===== src/assert_macros.svh =====
// Assertion macros shared by the cipher unit modules
`ifndef ASSERT_MACROS_SVH
`define ASSERT_MACROS_SVH

// Property checked at every clk edge outside reset
`define CHECK_HOLDS(label, prop, msg) \
  label: assert property (@(posedge clk) disable iff (rst) (prop)) \
    else $error(msg);

// Condition that must never be seen at a clk edge outside reset
`define CHECK_NEVER(label, cond, msg) \
  label: assert property (@(posedge clk) disable iff (rst) !(cond)) \
    else $error(msg);

`endif


===== src/kssc_pkg.sv =====
// Shared constants, types and helpers of the keyword shift cipher unit
package kssc_pkg;

  localparam int ALPHABET_MAX = 64;
  localparam int OFF_W        = $clog2(ALPHABET_MAX);
  localparam int LEN_W        = OFF_W + 1;
  localparam int SHIFT_W      = 6;
  localparam int CMP_W        = (LEN_W > SHIFT_W) ? LEN_W : SHIFT_W;
  localparam int QUEUE_DEPTH  = 2;
  localparam int QPTR_W       = (QUEUE_DEPTH > 1) ? $clog2(QUEUE_DEPTH) : 1;
  localparam int QCNT_W       = $clog2(QUEUE_DEPTH + 1);

  localparam logic [1:0] CMD_KEY = 2'd0;
  localparam logic [1:0] CMD_ENC = 2'd1;
  localparam logic [1:0] CMD_DEC = 2'd2;

  localparam logic [1:0] REG_FIRST = 2'd0;
  localparam logic [1:0] REG_LAST  = 2'd1;
  localparam logic [1:0] REG_SHIFT = 2'd2;

  typedef struct packed {
    logic [7:0]         first_letter;
    logic [7:0]         last_letter;
    logic [SHIFT_W-1:0] shift;
  } cfg_t;

  typedef struct packed {
    logic [1:0]       cmd;
    logic [7:0]       data;
    logic             last;
    logic             in_alpha;
    logic [OFF_W-1:0] off;
  } item_t;

  function automatic logic [LEN_W-1:0] alpha_size(input logic [7:0] first,
                                                  input logic [7:0] last);
    logic [8:0] span;
    span = {1'b0, last} - {1'b0, first} + 9'd1;
    if (last < first) begin
      return '0;
    end
    if (span > 9'(ALPHABET_MAX)) begin
      return LEN_W'(ALPHABET_MAX);
    end
    return LEN_W'(span);
  endfunction

endpackage


===== src/keyword_shift_substitution_cipher_unit.sv =====
// Top level of the keyword shift substitution cipher unit
//
//   channel   direction  handshake            payload
//   request   in         req_valid/req_ready  command, byte_in, key_last
//   result    out        res_valid/res_ready  byte_out
//   config    in         wr_en (no wait)      wr_index, wr_data
//
// A text request passes the execution stage as one table RAM read, then the
// result register. A keyword byte is handled in the idle state. The last keyword
// byte starts a rebuild when the alphabet is not empty (shift reduction, keyword
// RAM walk, fill).
// Reset needs no clearing pass: per-entry valid bits return the tables to identity.
// A 2-deep queue decouples intake from execution; intake stalls only when it is full.
module keyword_shift_substitution_cipher_unit import kssc_pkg::*; (
  input  logic       clk,
  input  logic       rst,
  input  logic       req_valid,
  output logic       req_ready,
  input  logic [1:0] command,
  input  logic [7:0] byte_in,
  input  logic       key_last,
  output logic       res_valid,
  input  logic       res_ready,
  output logic [7:0] byte_out,
  input  logic       wr_en,
  input  logic [1:0] wr_index,
  input  logic [7:0] wr_data
);

  logic [7:0]         first_letter;
  logic [7:0]         last_letter;
  logic [SHIFT_W-1:0] shift;
  cfg_t               cfg;
  logic               push;
  item_t              push_item;
  logic               pop;
  item_t              head;
  logic               q_full;
  logic               q_empty;

  always_ff @(posedge clk) begin
    if (rst) begin
      first_letter <= 8'd97;
      last_letter  <= 8'd122;
      shift        <= '0;
    end else if (wr_en) begin
      case (wr_index)
        REG_FIRST: first_letter <= wr_data;
        REG_LAST:  last_letter  <= wr_data;
        REG_SHIFT: shift        <= wr_data[SHIFT_W-1:0];
        default: begin
          shift <= shift;
        end
      endcase
    end
  end

  assign cfg.first_letter = first_letter;
  assign cfg.last_letter  = last_letter;
  assign cfg.shift        = shift;

  kssc_front u_front (
    .cfg      (cfg),
    .req_valid(req_valid),
    .req_ready(req_ready),
    .command  (command),
    .byte_in  (byte_in),
    .key_last (key_last),
    .q_full   (q_full),
    .push     (push),
    .push_item(push_item)
  );

  kssc_queue u_queue (
    .clk      (clk),
    .rst      (rst),
    .push     (push),
    .push_item(push_item),
    .pop      (pop),
    .head     (head),
    .full     (q_full),
    .empty    (q_empty)
  );

  kssc_back u_back (
    .clk      (clk),
    .rst      (rst),
    .cfg      (cfg),
    .head     (head),
    .empty    (q_empty),
    .pop      (pop),
    .res_valid(res_valid),
    .res_ready(res_ready),
    .byte_out (byte_out)
  );

endmodule


===== src/kssc_ram.sv =====
// Generic single write port RAM with registered read
module kssc_ram #(
  parameter int WIDTH = 8,
  parameter int DEPTH = 64,
  localparam int AW = (DEPTH > 1) ? $clog2(DEPTH) : 1
) (
  input  logic             clk,
  input  logic             we,
  input  logic [AW-1:0]    waddr,
  input  logic [WIDTH-1:0] wdata,
  input  logic             re,
  input  logic [AW-1:0]    raddr,
  output logic [WIDTH-1:0] rdata
);

  logic [WIDTH-1:0] mem [DEPTH];

  always_ff @(posedge clk) begin
    if (we) begin
      mem[waddr] <= wdata;
    end
    if (re) begin
      rdata <= mem[raddr];
    end
  end

endmodule


===== src/kssc_front.sv =====
// Request intake: alphabet test, letter offset and drop of no-op requests
module kssc_front import kssc_pkg::*; (
  input  cfg_t       cfg,
  input  logic       req_valid,
  output logic       req_ready,
  input  logic [1:0] command,
  input  logic [7:0] byte_in,
  input  logic       key_last,
  input  logic       q_full,
  output logic       push,
  output item_t      push_item
);

  logic [LEN_W-1:0] n;
  logic [7:0]       diff;
  logic             in_alpha;
  logic             keep;

  always_comb begin
    n        = alpha_size(cfg.first_letter, cfg.last_letter);
    diff     = byte_in - cfg.first_letter;
    in_alpha = (byte_in >= cfg.first_letter) && ({1'b0, diff} < {2'b00, n});
    keep     = (command == CMD_ENC) || (command == CMD_DEC) ||
               ((command == CMD_KEY) && (in_alpha || key_last));
    push_item.cmd      = command;
    push_item.data     = byte_in;
    push_item.last     = key_last;
    push_item.in_alpha = in_alpha;
    push_item.off      = in_alpha ? diff[OFF_W-1:0] : '0;
  end

  assign req_ready = !q_full;
  assign push      = req_valid && !q_full && keep;

endmodule


===== src/kssc_queue.sv =====
// Short request queue between intake and execution
`include "assert_macros.svh"
module kssc_queue import kssc_pkg::*; (
  input  logic  clk,
  input  logic  rst,
  input  logic  push,
  input  item_t push_item,
  input  logic  pop,
  output item_t head,
  output logic  full,
  output logic  empty
);

  item_t              slots [QUEUE_DEPTH];
  logic [QPTR_W-1:0]  wr_ptr;
  logic [QPTR_W-1:0]  rd_ptr;
  logic [QCNT_W-1:0]  count;

  assign head  = slots[rd_ptr];
  assign full  = (count == QCNT_W'(QUEUE_DEPTH));
  assign empty = (count == '0);

  always_ff @(posedge clk) begin
    if (push) begin
      slots[wr_ptr] <= push_item;
    end
  end

  always_ff @(posedge clk) begin
    if (rst) begin
      wr_ptr <= '0;
      rd_ptr <= '0;
      count  <= '0;
    end else begin
      if (push) begin
        wr_ptr <= (wr_ptr == QPTR_W'(QUEUE_DEPTH - 1)) ? '0 : wr_ptr + QPTR_W'(1);
      end
      if (pop) begin
        rd_ptr <= (rd_ptr == QPTR_W'(QUEUE_DEPTH - 1)) ? '0 : rd_ptr + QPTR_W'(1);
      end
      if (push && !pop) begin
        count <= count + QCNT_W'(1);
      end else if (pop && !push) begin
        count <= count - QCNT_W'(1);
      end
    end
  end

  `CHECK_HOLDS(a_no_push_full, push |-> !full, "queue pushed while full")
  `CHECK_HOLDS(a_no_pop_empty, pop |-> !empty, "queue popped while empty")

endmodule


===== src/kssc_back.sv =====
// Execution: keyword collection, table rebuild and text lookup
`include "assert_macros.svh"
module kssc_back import kssc_pkg::*; (
  input  logic       clk,
  input  logic       rst,
  input  cfg_t       cfg,
  input  item_t      head,
  input  logic       empty,
  output logic       pop,
  output logic       res_valid,
  input  logic       res_ready,
  output logic [7:0] byte_out
);

  localparam logic [2:0] S_IDLE = 3'd0;
  localparam logic [2:0] S_LOOK = 3'd1;
  localparam logic [2:0] S_MOD  = 3'd2;
  localparam logic [2:0] S_KRD  = 3'd3;
  localparam logic [2:0] S_KWR  = 3'd4;
  localparam logic [2:0] S_FILL = 3'd5;

  logic [2:0]              state;
  logic [ALPHABET_MAX-1:0] letter_used;
  logic [ALPHABET_MAX-1:0] fwd_vld;
  logic [ALPHABET_MAX-1:0] inv_vld;
  logic [LEN_W-1:0]        kw_len;
  logic [LEN_W-1:0]        idx;
  logic [SHIFT_W-1:0]      rem;
  logic [OFF_W-1:0]        pos;
  logic [OFF_W-1:0]        fill_i;
  logic                    look_enc;
  logic                    look_inside;
  logic                    look_vld;
  logic [7:0]              look_byte;
  logic [OFF_W-1:0]        look_off;

  logic [LEN_W-1:0] n;
  logic [LEN_W-1:0] pos_p1;
  logic [OFF_W-1:0] pos_adv;
  logic             collect;
  logic             out_free;
  logic             text_pop;
  logic             kw_we;
  logic             kw_fits;
  logic             tbl_we;
  logic [OFF_W-1:0] wsym;
  logic [OFF_W-1:0] kw_rdata;
  logic [OFF_W-1:0] fwd_rdata;
  logic [OFF_W-1:0] inv_rdata;
  logic [OFF_W-1:0] m;

  always_comb begin
    n        = alpha_size(cfg.first_letter, cfg.last_letter);
    pos_p1   = {1'b0, pos} + LEN_W'(1);
    pos_adv  = (pos_p1 == n) ? '0 : pos_p1[OFF_W-1:0];
    collect  = head.in_alpha && !letter_used[head.off] &&
               (kw_len < LEN_W'(ALPHABET_MAX));
    out_free = !res_valid || res_ready;
    kw_fits  = ({1'b0, kw_rdata} < n);
    m        = look_vld ? (look_enc ? fwd_rdata : inv_rdata) : look_off;
    pop      = 1'b0;
    kw_we    = 1'b0;
    tbl_we   = 1'b0;
    wsym     = '0;
    case (state)
      S_IDLE: begin
        if (!empty) begin
          if (head.cmd == CMD_KEY) begin
            pop   = 1'b1;
            kw_we = collect;
          end else if (out_free) begin
            pop = 1'b1;
          end
        end
      end
      S_KWR: begin
        tbl_we = kw_fits;
        wsym   = kw_rdata;
      end
      S_FILL: begin
        tbl_we = !letter_used[fill_i];
        wsym   = fill_i;
      end
      default: begin
        pop = 1'b0;
      end
    endcase
    text_pop = pop && (head.cmd != CMD_KEY);
  end

  kssc_ram #(.WIDTH(OFF_W), .DEPTH(ALPHABET_MAX)) u_kw_ram (
    .clk  (clk),
    .we   (kw_we),
    .waddr(kw_len[OFF_W-1:0]),
    .wdata(head.off),
    .re   (state == S_KRD),
    .raddr(idx[OFF_W-1:0]),
    .rdata(kw_rdata)
  );

  kssc_ram #(.WIDTH(OFF_W), .DEPTH(ALPHABET_MAX)) u_fwd_ram (
    .clk  (clk),
    .we   (tbl_we),
    .waddr(pos),
    .wdata(wsym),
    .re   (text_pop),
    .raddr(head.off),
    .rdata(fwd_rdata)
  );

  kssc_ram #(.WIDTH(OFF_W), .DEPTH(ALPHABET_MAX)) u_inv_ram (
    .clk  (clk),
    .we   (tbl_we),
    .waddr(wsym),
    .wdata(pos),
    .re   (text_pop),
    .raddr(head.off),
    .rdata(inv_rdata)
  );

  always_ff @(posedge clk) begin
    if (rst) begin
      state       <= S_IDLE;
      res_valid   <= 1'b0;
      letter_used <= '0;
      fwd_vld     <= '0;
      inv_vld     <= '0;
      kw_len      <= '0;
    end else begin
      if (res_valid && res_ready) begin
        res_valid <= 1'b0;
      end
      if (tbl_we) begin
        fwd_vld[pos]  <= 1'b1;
        inv_vld[wsym] <= 1'b1;
        pos           <= pos_adv;
      end
      case (state)
        S_IDLE: begin
          if (text_pop) begin
            look_enc    <= (head.cmd == CMD_ENC);
            look_inside <= head.in_alpha;
            look_byte   <= head.data;
            look_off    <= head.off;
            look_vld    <= (head.cmd == CMD_ENC) ? fwd_vld[head.off] : inv_vld[head.off];
            state       <= S_LOOK;
          end else if (pop) begin
            if (head.last && (n == '0)) begin
              letter_used <= '0;
              kw_len      <= '0;
            end else if (kw_we) begin
              letter_used[head.off] <= 1'b1;
              kw_len                <= kw_len + LEN_W'(1);
            end
            if (head.last) begin
              fwd_vld <= '0;
              inv_vld <= '0;
              if (n != '0) begin
                rem   <= cfg.shift;
                state <= S_MOD;
              end
            end
          end
        end
        S_LOOK: begin
          res_valid <= 1'b1;
          byte_out  <= look_inside ? cfg.first_letter + 8'(m) : look_byte;
          state     <= S_IDLE;
        end
        S_MOD: begin
          if (CMP_W'(rem) >= CMP_W'(n)) begin
            rem <= rem - SHIFT_W'(n);
          end else begin
            pos    <= OFF_W'(rem);
            idx    <= '0;
            fill_i <= '0;
            state  <= (kw_len == '0) ? S_FILL : S_KRD;
          end
        end
        S_KRD: begin
          state <= S_KWR;
        end
        S_KWR: begin
          idx <= idx + LEN_W'(1);
          if ((idx + LEN_W'(1)) == kw_len) begin
            state <= S_FILL;
          end else begin
            state <= S_KRD;
          end
        end
        S_FILL: begin
          if (({1'b0, fill_i} + LEN_W'(1)) == n) begin
            letter_used <= '0;
            kw_len      <= '0;
            state       <= S_IDLE;
          end else begin
            fill_i <= fill_i + OFF_W'(1);
          end
        end
        default: begin
          state <= S_IDLE;
        end
      endcase
    end
  end

  `CHECK_HOLDS(a_look_out_free, (state == S_LOOK) |-> !res_valid, "lookup with result held")
  `CHECK_HOLDS(a_kw_room, kw_we |-> (kw_len < LEN_W'(ALPHABET_MAX)), "keyword list overrun")

endmodule

===== config.mk =====
export PLATFORM = sky130hd
export DESIGN_NAME = keyword_shift_substitution_cipher_unit
export DESIGN_NICKNAME = d
export VERILOG_FILES = /design/src/kssc_pkg.sv /design/src/keyword_shift_substitution_cipher_unit.sv /design/src/kssc_ram.sv /design/src/kssc_front.sv /design/src/kssc_queue.sv /design/src/kssc_back.sv
export VERILOG_INCLUDE_DIRS = /design/src /design/src/src
export SDC_FILE = /design/constraint.sdc
export NUM_CORES = 2
export LEC_CHECK = 0
export ABC_CLOCK_PERIOD_IN_PS = 13220
export BUFFER_PORTS_ARGS = -buffer_cell sky130_fd_sc_hd__clkbuf_2
export CELL_PAD_IN_SITES_DETAIL_PLACEMENT = 1
export CELL_PAD_IN_SITES_GLOBAL_PLACEMENT = 2
export CORE_ASPECT_RATIO = 0.75
export CORE_MARGIN = 2
export CORE_UTILIZATION = 25
export DETAILED_ROUTE_END_ITERATION = 7
export PLACE_DENSITY_LB_ADDON = 0.25
export SLEW_MARGIN = 20
export SYNTH_ARGS = -nofsm -noshare
export SYNTH_HDL_FRONTEND = slang
export SYNTH_SLANG_ARGS = --single-unit
export TNS_END_PERCENT = 100

===== constraint.sdc =====
create_clock -name clk -period 13.22 [get_ports clk]
set_input_delay 2.644 -clock clk [delete_from_list [all_inputs] [get_ports clk]]
set_output_delay 2.644 -clock clk [all_outputs]
set_load 0.1 [all_outputs]

Yosys cells after proc, flatten, opt, wreduce, memory -nomap -nowiden
Memories as Yosys holds them, arrays and structs flattened. A register that Yosys moved wholly into a read port is not among the register bits.
Cells that the tools add are included.

operators by class
  $add $sub $neg = 14
  multiply operators = 0
  divide/modulo/power cells = 0
  order comparisons = 14
  eq/ne operators = 26
  shift operators = 0
  mux-type cells = 95
  bitwise gates (word level) = 4
  reductions and logical operators = 49

operator list
  kind                                                                             number
  64-bit two-way mux                                                               15
  64-bit bitwise OR                                                                3
  64-bit case mux with 2 select lines                                              1
  6-bit two-way mux                                                                14
  7-bit two-way mux                                                                10
  6-bit case mux with 2 select lines                                               3
  1-bit two-way mux                                                                30
  6-bit by 7-bit less-than comparator with 1-bit output, second input constant     4
  7-bit case mux with 2 select lines                                               2
  1-bit binary-select mux with 6-bit select                                        4
  3-bit two-way mux                                                                8
  7-bit == test                                                                    3
  1-bit demux with 6-bit select                                                    3
  6-bit by 1-bit >= comparator with 1-bit output, second input constant            3
  3-bit case mux with 5 select lines                                               1
  6-bit by 1-bit adder with 7-bit output, second input constant                    2
  7-bit by 1-bit adder with 7-bit output, second input constant                    2
  1-bit logical AND                                                                14
  7-bit zero test                                                                  2
  2-bit nonzero test                                                               7
  5-bit AND reduction                                                              2
  9-bit by 1-bit adder with 9-bit output, second input constant                    1
  9-bit by 7-bit greater-than comparator with 1-bit output, second input constant  1
  3-bit by 1-bit inequality test with 1-bit output, second input constant          3
  other kinds (35)                                                                 64

word-level totals
  bits in registers = 279
  bits in latches = 0
  bits in writable memories = 1,188
  bits in read-only memories = 0
  logic and storage cells = 228
  memories kept = 4

memory list
  name                  words  bits a word  read ports  clocked after memory_dff  write ports  line              text
  u_back.u_fwd_ram.mem  64     6            1           1                         1            kssc_ram.sv:16    logic [WIDTH-1:0] mem [DEPTH];
  u_back.u_inv_ram.mem  64     6            1           1                         1            kssc_ram.sv:16
  u_back.u_kw_ram.mem   64     6            1           1                         1            kssc_ram.sv:16
  u_queue.slots         2      18           1           1                         1            kssc_queue.sv:14  item_t slots [QUEUE_DEPTH];

Logic depth before layout (Yosys ltp)
  depth after elaboration = 17
  depth in mapped cells = 24
  gate-level depth less buffers = 22

Hierarchy
Synthesis repeated with hierarchy kept, for this count alone.

unflattened totals
  cell total of the unflattened synthesis = 4,088
  area total of the unflattened synthesis = 64,187.8 um2

by module, submodules not included
  module                                  instances  cells an instance  area an instance (um2)  sequential area each (um2)
  kssc_ram at u_back.u_inv_ram ...        2          720                15,285.9                11,711.2
  kssc_ram at u_back.u_fwd_ram            1          729                15,265.9                11,711.2
  kssc_back                               1          1,567              14,527.7                5,565.3
  kssc_queue                              1          78                 1,503.9                 1,181.1
  kssc_front                              1          184                1,398.8                 0.0
  keyword_shift_substitution_cipher_unit  1          90                 919.6                   440.4

Least setup slack after synthesis
Ideal clock, no wire load.

  path kind = input port to flip-flop
  start = input port byte_in[0]
  end = memory u_queue.slots[0][0] (netlist bit), enable pin
  library setup time = 395 ps
  data arrival time = 5,996 ps
  data required time = 12,825 ps
  path slack = 6,829 ps
  cell stages on the path = 16
  path buffers = 0
  cell sequence = inv_1 > ha_1 > inv_1 > fa_1 > a21o_1 > a21oi_1 > o21bai_1 > a21oi_1 > xnor2_1 > ha_1 > a21oi_1 > nand2_1 > nor3_1 > o21ai_0 > o22ai_1 > nor2b_1

between the ends
  cells in the longest elaborated chain, start to end = 9
  elaborated cells on any way between the ends = 10

ends and longest elaborated chain
  what                                                   line                                          text
  from (decl)                                            keyword_shift_substitution_cipher_unit.sv:20  input logic [7:0] byte_in,
  8-bit subtractor                                       kssc_front.sv:21                              diff = byte_in - cfg.first_letter;
  8-bit by 7-bit less-than comparator with 1-bit output  kssc_front.sv:22                              in_alpha = (byte_in >= cfg.first_letter) && ({1'b0, diff} < {2'b00, n});
  1-bit logical AND *                                    kssc_front.sv:22
  1-bit logical OR *                                     kssc_front.sv:24                              ((command == CMD_KEY) && (in_alpha || key_last));
  1-bit logical AND *                                    kssc_front.sv:24
  1-bit logical OR *                                     kssc_front.sv:23                              keep = (command == CMD_ENC) || (command == CMD_DEC) ||
  1-bit logical AND *                                    kssc_front.sv:33                              assign push = req_valid && !q_full && keep;
  via push                                               keyword_shift_substitution_cipher_unit.sv:34  logic push;
  1-bit two-way mux *                                    kssc_queue.sv:24                              if (push) begin
  1-bit two-way mux (implied by the code) *              kssc_queue.sv:25                              slots[wr_ptr] <= push_item;
  to (decl)                                              kssc_queue.sv:14

The timed path passes the listed nets; every way through them passes the cells marked *.

Worst setup path after layout
  start = register first_letter[1]
  end = memory u_back.u_fwd_ram.mem[60][4] (netlist bit), enable pin

between the ends
  cells in the longest elaborated chain, start to end = 11
  elaborated cells on any way between the ends = 14

ends and longest elaborated chain
  what                                                      line                                          text
  from (decl)                                               keyword_shift_substitution_cipher_unit.sv:30  logic [7:0] first_letter;
  from (signal assigned)                                    keyword_shift_substitution_cipher_unit.sv:48  REG_FIRST: first_letter <= wr_data;
  8-bit by 8-bit subtractor with 9-bit output               kssc_pkg.sv:38                                span = {1'b0, last} - {1'b0, first} + 9'd1;
  9-bit by 1-bit adder with 9-bit output                    kssc_pkg.sv:38
  9-bit by 7-bit greater-than comparator with 1-bit output  kssc_pkg.sv:42                                if (span > 9'(ALPHABET_MAX)) begin
  1-bit two-way mux (2 in a row)                            kssc_pkg.sv:42
  7-bit two-way mux                                         kssc_pkg.sv:45                                return LEN_W'(span);
  7-bit two-way mux *                                       kssc_pkg.sv:42
  6-bit by 7-bit less-than comparator with 1-bit output *   kssc_back.sv:59                               kw_fits = ({1'b0, kw_rdata} < n);
  1-bit case mux with 2 select lines *                      kssc_back.sv:65                               case (state)
  1-bit two-way mux *                                       kssc_ram.sv:19                                if (we) begin
  1-bit two-way mux (implied by the code) *                 kssc_ram.sv:20                                mem[waddr] <= wdata;
  to (decl)                                                 kssc_ram.sv:16

Every way passes the cells marked *; elsewhere a longest branch is shown, timed or not. The select of a mux whose other input is x is not followed.

==> insert_results.sql <==
INSERT INTO impl_metrics (metric_group, metric, value, unit) VALUES
('place', 'port-buffer-count', '35', ''),
('critical_path', 'crit_fanout', '11', ''),
('grt', 'antenna_found_initial', '17', ''),
('pwr', 'power.leakage', '21.5', 'nW'),
('cts', 'post_cts_hold_buffer_count', '0', ''),
('floorplanning', 'core-area', '237000', 'sq um'),
('grt', 'met1_layer_usage_reported_by_global_route', '25.9', '%'),
('critical_path', 'worstPathRequired', '13.61', 'ns'),
('pwr', 'vdd.ir_drop.worst', '0.102', 'mV'),
('synthesis', 'synth_top_area_share', '63.4', '%'),
('min_path', 'min_delay_worst_endpoint', 'u_back.inv_vld[61]', ''),
('floorplanning', 'die_footprint', '242000', 'sq um'),
('cts', 'largest_buffer_count_on_any_clock_path', '4', ''),
('synthesis', 'part_of_the_yosys_area_used_for_sequential_elements', '71.1', '%'),
('synthesis', 'synthesis.area', '59500', 'sq um'),
('drt', 'wl_per_cell', '28.9', 'um'),
('sta', 'setup_viol', '0', ''),
('grt', 'use_met3', '4.14', '%'),
('synthesis', 'synthesized_instance_count', '3917', ''),
('layout', 'finish.net_count', '4068', ''),
('critical_path', 'crit_path_start_kind', 'flip-flop', ''),
('status', 'run_status', 'complete, no violations', ''),
('grt', 'global_route_wire_length_before_repair', '296000', 'um'),
('sta', 'timing.clock.skew', '0.0680', 'ns'),
('synthesis', 'postSynth.asyncResetShare', '0', '%'),
('synthesis', 'post_synth_xor_area_fraction', '0.692', '%'),
('synthesis', 'synth_top_area_cell', 'sky130_fd_sc_hd__edfxtp_1', ''),
('floorplanning', 'std_cell_rows', '155', ''),
('cts', 'clk_latency', '0.82', 'ns'),
('synthesis', 'synth_simple_gate_area_share', '6.60', '%'),
('synthesis', 'synthesis.nets', '4005', ''),
('sta', 'post-route-min-period', '7.39', 'ns'),
('floorplanning', 'die-width', '567', 'um'),
('min_path', 'hold_depth', '2', ''),
('sta', 'grt_setup_unrepaired', 'no', ''),
('drt', 'drcViolationCount', '0', ''),
('drt', 'drt_first_pass_iters', '8', ''),
('floorplanning', 'starting_utilization_of_the_core_area', '25.1', '%'),
('grt', 'maximum_number_of_pins_on_one_net_before_global_route_repair', '131', ''),
('min_path', 'timing.hold.worst.class', 'flip-flop to flip-flop', ''),
('drt', 'ant_nets', '0', ''),
('synthesis', 'synth_compound_gate_area_share', '11.5', '%'),
('place', 'post-dp-hpwl', '132000', 'um'),
('sta', 'fmax', '135', 'MHz'),
('critical_path', 'critical_path_class', 'flip-flop to flip-flop', ''),
('drt', 'routed-via-count', '36700', ''),
('grt', 'gr-usage-met2', '24.2', '%'),
('synthesis', 'ys_ff_latch', '1486', ''),
('sta', 'summed_negative_setup_slack_over_all_endpoints', '0', 'ns'),
('sta', 'max_slew_headroom_at_the_worst_pin', '20.6', '%'),
('critical_path', 'crit_arrival', '7.78', 'ns'),
('synthesis', 'synth-edff-count', '1256', ''),
('cts', 'post_cts_resize_count', '0', ''),
('sta', 'hold_viol', '0', ''),
('cts', 'root_buffer', 'sky130_fd_sc_hd__clkbuf_16', ''),
('grt', 'grt_pass1_vias', '37300', ''),
('critical_path', 'worst-r2r-setup-slack', '5.83', 'ns'),
('layout', 'post_route_cells_drive_above_1_share', '15.0', '%'),
('synthesis', 'yosys_most_used_dff', 'sky130_fd_sc_hd__edfxtp_1', ''),
('cts', 'clock_tree.htree_level_count', '4', ''),
('critical_path', 'reg2reg_from', 'first_letter[1]', ''),
('floorplanning', 'ioPinCount', '36', ''),
('drt', 'detailed_route_wl', '210000', 'um'),
('sta', 'layout_setup_ws', '5.83', 'ns'),
('synthesis', 'synth_adder_area_share', '1.39', '%'),
('min_path', 'min_delay_startpoint', 'u_back.inv_vld[61]', ''),
('cts', 'cts.reportedPaths.clkPinSlew', '0.07', 'ns'),
('floorplanning', 'floorplan.die.height', '426', 'um'),
('synthesis', 'synth_top_family_by_area', 'compound AO/OA/AOI/OAI gates', ''),
('place', 'finalWeightedCongestion', '0.791', ''),
('run', 'maxCapViolations', '0', '');
## power by group
| part | leakage, nW | internal, mW | switching (mW) |
|---|---|---|---|
| Combinational | 5.97 | 0.625 | 1.90 |
| Clock | 2.59 | 2.69 | 1.96 |
| Sequential | 12.9 | 5.37 | 0.0792 |
## flip-flops by register name (all words and copies together), names as in the netlist, 8 cells and up, named ones only
| signal | cells |
|---|---|
| first_letter | 8 |
| last_letter | 8 |
| u_back.byte_out | 8 |
| u_back.fwd_vld | 64 |
| u_back.inv_vld | 64 |
| u_back.letter_used | 64 |
| u_back.look_byte | 8 |
| u_back.u_fwd_ram.mem | 384 |
| u_back.u_inv_ram.mem | 384 |
| u_back.u_kw_ram.mem | 384 |
| u_queue.slots | 36 |
## through the flow
| stage | power, mW | util, % | instance area [sq um] | instances | hold slack (ns) |
|---|---|---|---|---|---|
| after floorplan | 6.80 | - | 59500 | 3917 | 0.425 |
| after global placement | 8.07 | 26.8 | 63600 | 6948 | 0.437 |
| after detailed placement | 8.07 | 26.8 | 63600 | 6950 | 0.448 |
| after CTS | 12.7 | 29.1 | 69000 | 7247 | 0.462 |
| after global routing | 13.1 | 29.1 | 69000 | 7249 | 0.478 |
| final | 12.6 | 29.1 | 69000 | 7253 | 0.463 |
## area by class of cell
cell class,count,area (sq um)
Fill cell,24900,168000
Antenna cell,5,12.5
Inverter,56,234
Sequential cell,1486,42300
Tap cell,3140,3930
Timing Repair Buffer,134,1010
Multi-Input combinational cell,2135,16200
Clock inverter,75,791
Clock buffer,222,4530
## worst max-delay path, stage by stage, from the launching register on
cell and delay (ns):
sky130_fd_sc_hd__dfxtp_1 0.36, sky130_fd_sc_hd__inv_1 0.14, sky130_fd_sc_hd__ha_1 0.32, sky130_fd_sc_hd__inv_1 0.05
sky130_fd_sc_hd__ha_1 0.21, sky130_fd_sc_hd__fa_1 0.46, sky130_fd_sc_hd__xnor2_1 0.29, sky130_fd_sc_hd__or3_1 0.42
sky130_fd_sc_hd__o41ai_1 0.50, sky130_fd_sc_hd__and3_1 0.54, sky130_fd_sc_hd__nand2_1 0.27, sky130_fd_sc_hd__ha_1 0.38
sky130_fd_sc_hd__a2111oi_0 0.83, sky130_fd_sc_hd__a221o_1 0.29, sky130_fd_sc_hd__buf_4 0.26, sky130_fd_sc_hd__nand3_1 0.76
sky130_fd_sc_hd__nor2_1 0.85
## how the worst max path moves through the flow
stage,slack [ns],startpoint,cells past startpoint,endpoint
final,5.83,first_letter[1],16,u_back.u_fwd_ram.mem[60][4]
after global routing,5.54,first_letter[1],16,u_back.u_fwd_ram.mem[34][4]
after CTS,5.95,first_letter[1],16,u_back.u_fwd_ram.mem[58][0]
after detailed placement,6.01,first_letter[1],16,u_back.u_fwd_ram.mem[60][5]
after global placement,6.19,byte_in[0],17,u_queue.slots[0][15]
after floorplan,6.83,byte_in[0],16,u_queue.slots[0][0]
## cell usage in the layout (no fill, tap or decap), types with 18 or more instances in the layout
master	Yosys	layout
sky130_fd_sc_hd__a22o_1	69	69
sky130_fd_sc_hd__clkbuf_16	0	168
sky130_fd_sc_hd__clkinv_2	0	28
sky130_fd_sc_hd__nand2_1	261	259
sky130_fd_sc_hd__a21oi_1	145	145
sky130_fd_sc_hd__xnor2_1	19	19
sky130_fd_sc_hd__xor2_1	28	28
sky130_fd_sc_hd__nor2b_1	24	23
sky130_fd_sc_hd__nor2_1	356	346
sky130_fd_sc_hd__nor2_4	12	21
sky130_fd_sc_hd__dfxtp_1	230	229
sky130_fd_sc_hd__ha_1	55	55
sky130_fd_sc_hd__buf_4	2	90
sky130_fd_sc_hd__inv_1	50	46
sky130_fd_sc_hd__nand3_1	56	56
sky130_fd_sc_hd__mux2_2	18	18
sky130_fd_sc_hd__mux2i_1	36	32
sky130_fd_sc_hd__a41oi_1	21	20
sky130_fd_sc_hd__nand4_1	28	28
sky130_fd_sc_hd__a22oi_1	271	271
sky130_fd_sc_hd__nand2b_1	18	18
sky130_fd_sc_hd__o21ai_0	67	67
sky130_fd_sc_hd__edfxtp_1	1256	1256
sky130_fd_sc_hd__mux4_2	139	139
sky130_fd_sc_hd__a221oi_1	32	32
sky130_fd_sc_hd__o21a_1	103	103
sky130_fd_sc_hd__clkbuf_1	156	42
sky130_fd_sc_hd__clkbuf_2	0	35
sky130_fd_sc_hd__a31oi_1	105	105
sky130_fd_sc_hd__a222oi_1	30	30
## cell usage after synthesis (50+ instances only)
cell                       instances
sky130_fd_sc_hd__mux4_2          139
sky130_fd_sc_hd__nor2_1          356
sky130_fd_sc_hd__clkbuf_1        156
sky130_fd_sc_hd__o21a_1          103
sky130_fd_sc_hd__nand2_1         261
sky130_fd_sc_hd__a22o_1           69
sky130_fd_sc_hd__ha_1             55
sky130_fd_sc_hd__dfxtp_1         230
sky130_fd_sc_hd__o21ai_0          67
sky130_fd_sc_hd__a22oi_1         271
sky130_fd_sc_hd__a31oi_1         105
sky130_fd_sc_hd__edfxtp_1       1256
sky130_fd_sc_hd__inv_1            50
sky130_fd_sc_hd__nand3_1          56
sky130_fd_sc_hd__a21oi_1         145
## cell families after synthesis
kind of cell,after synthesis
adders and majority gates,62
AOI/OAI and AO/OA,961
and+or+nand+nor,862
muxes,203
DFF,1486
xor gates and xnor gates,47
buffers and inverters,296
## per-layer routing
metal | wire length, um | part of all wire [%]
met3 | 16600 | 7.9
met4 | 3540 | 1.7
met5 | 36 | 0.017
met1 | 103000 | 49
met2 | 87000 | 41
Power figures use the tool's default switching activity.
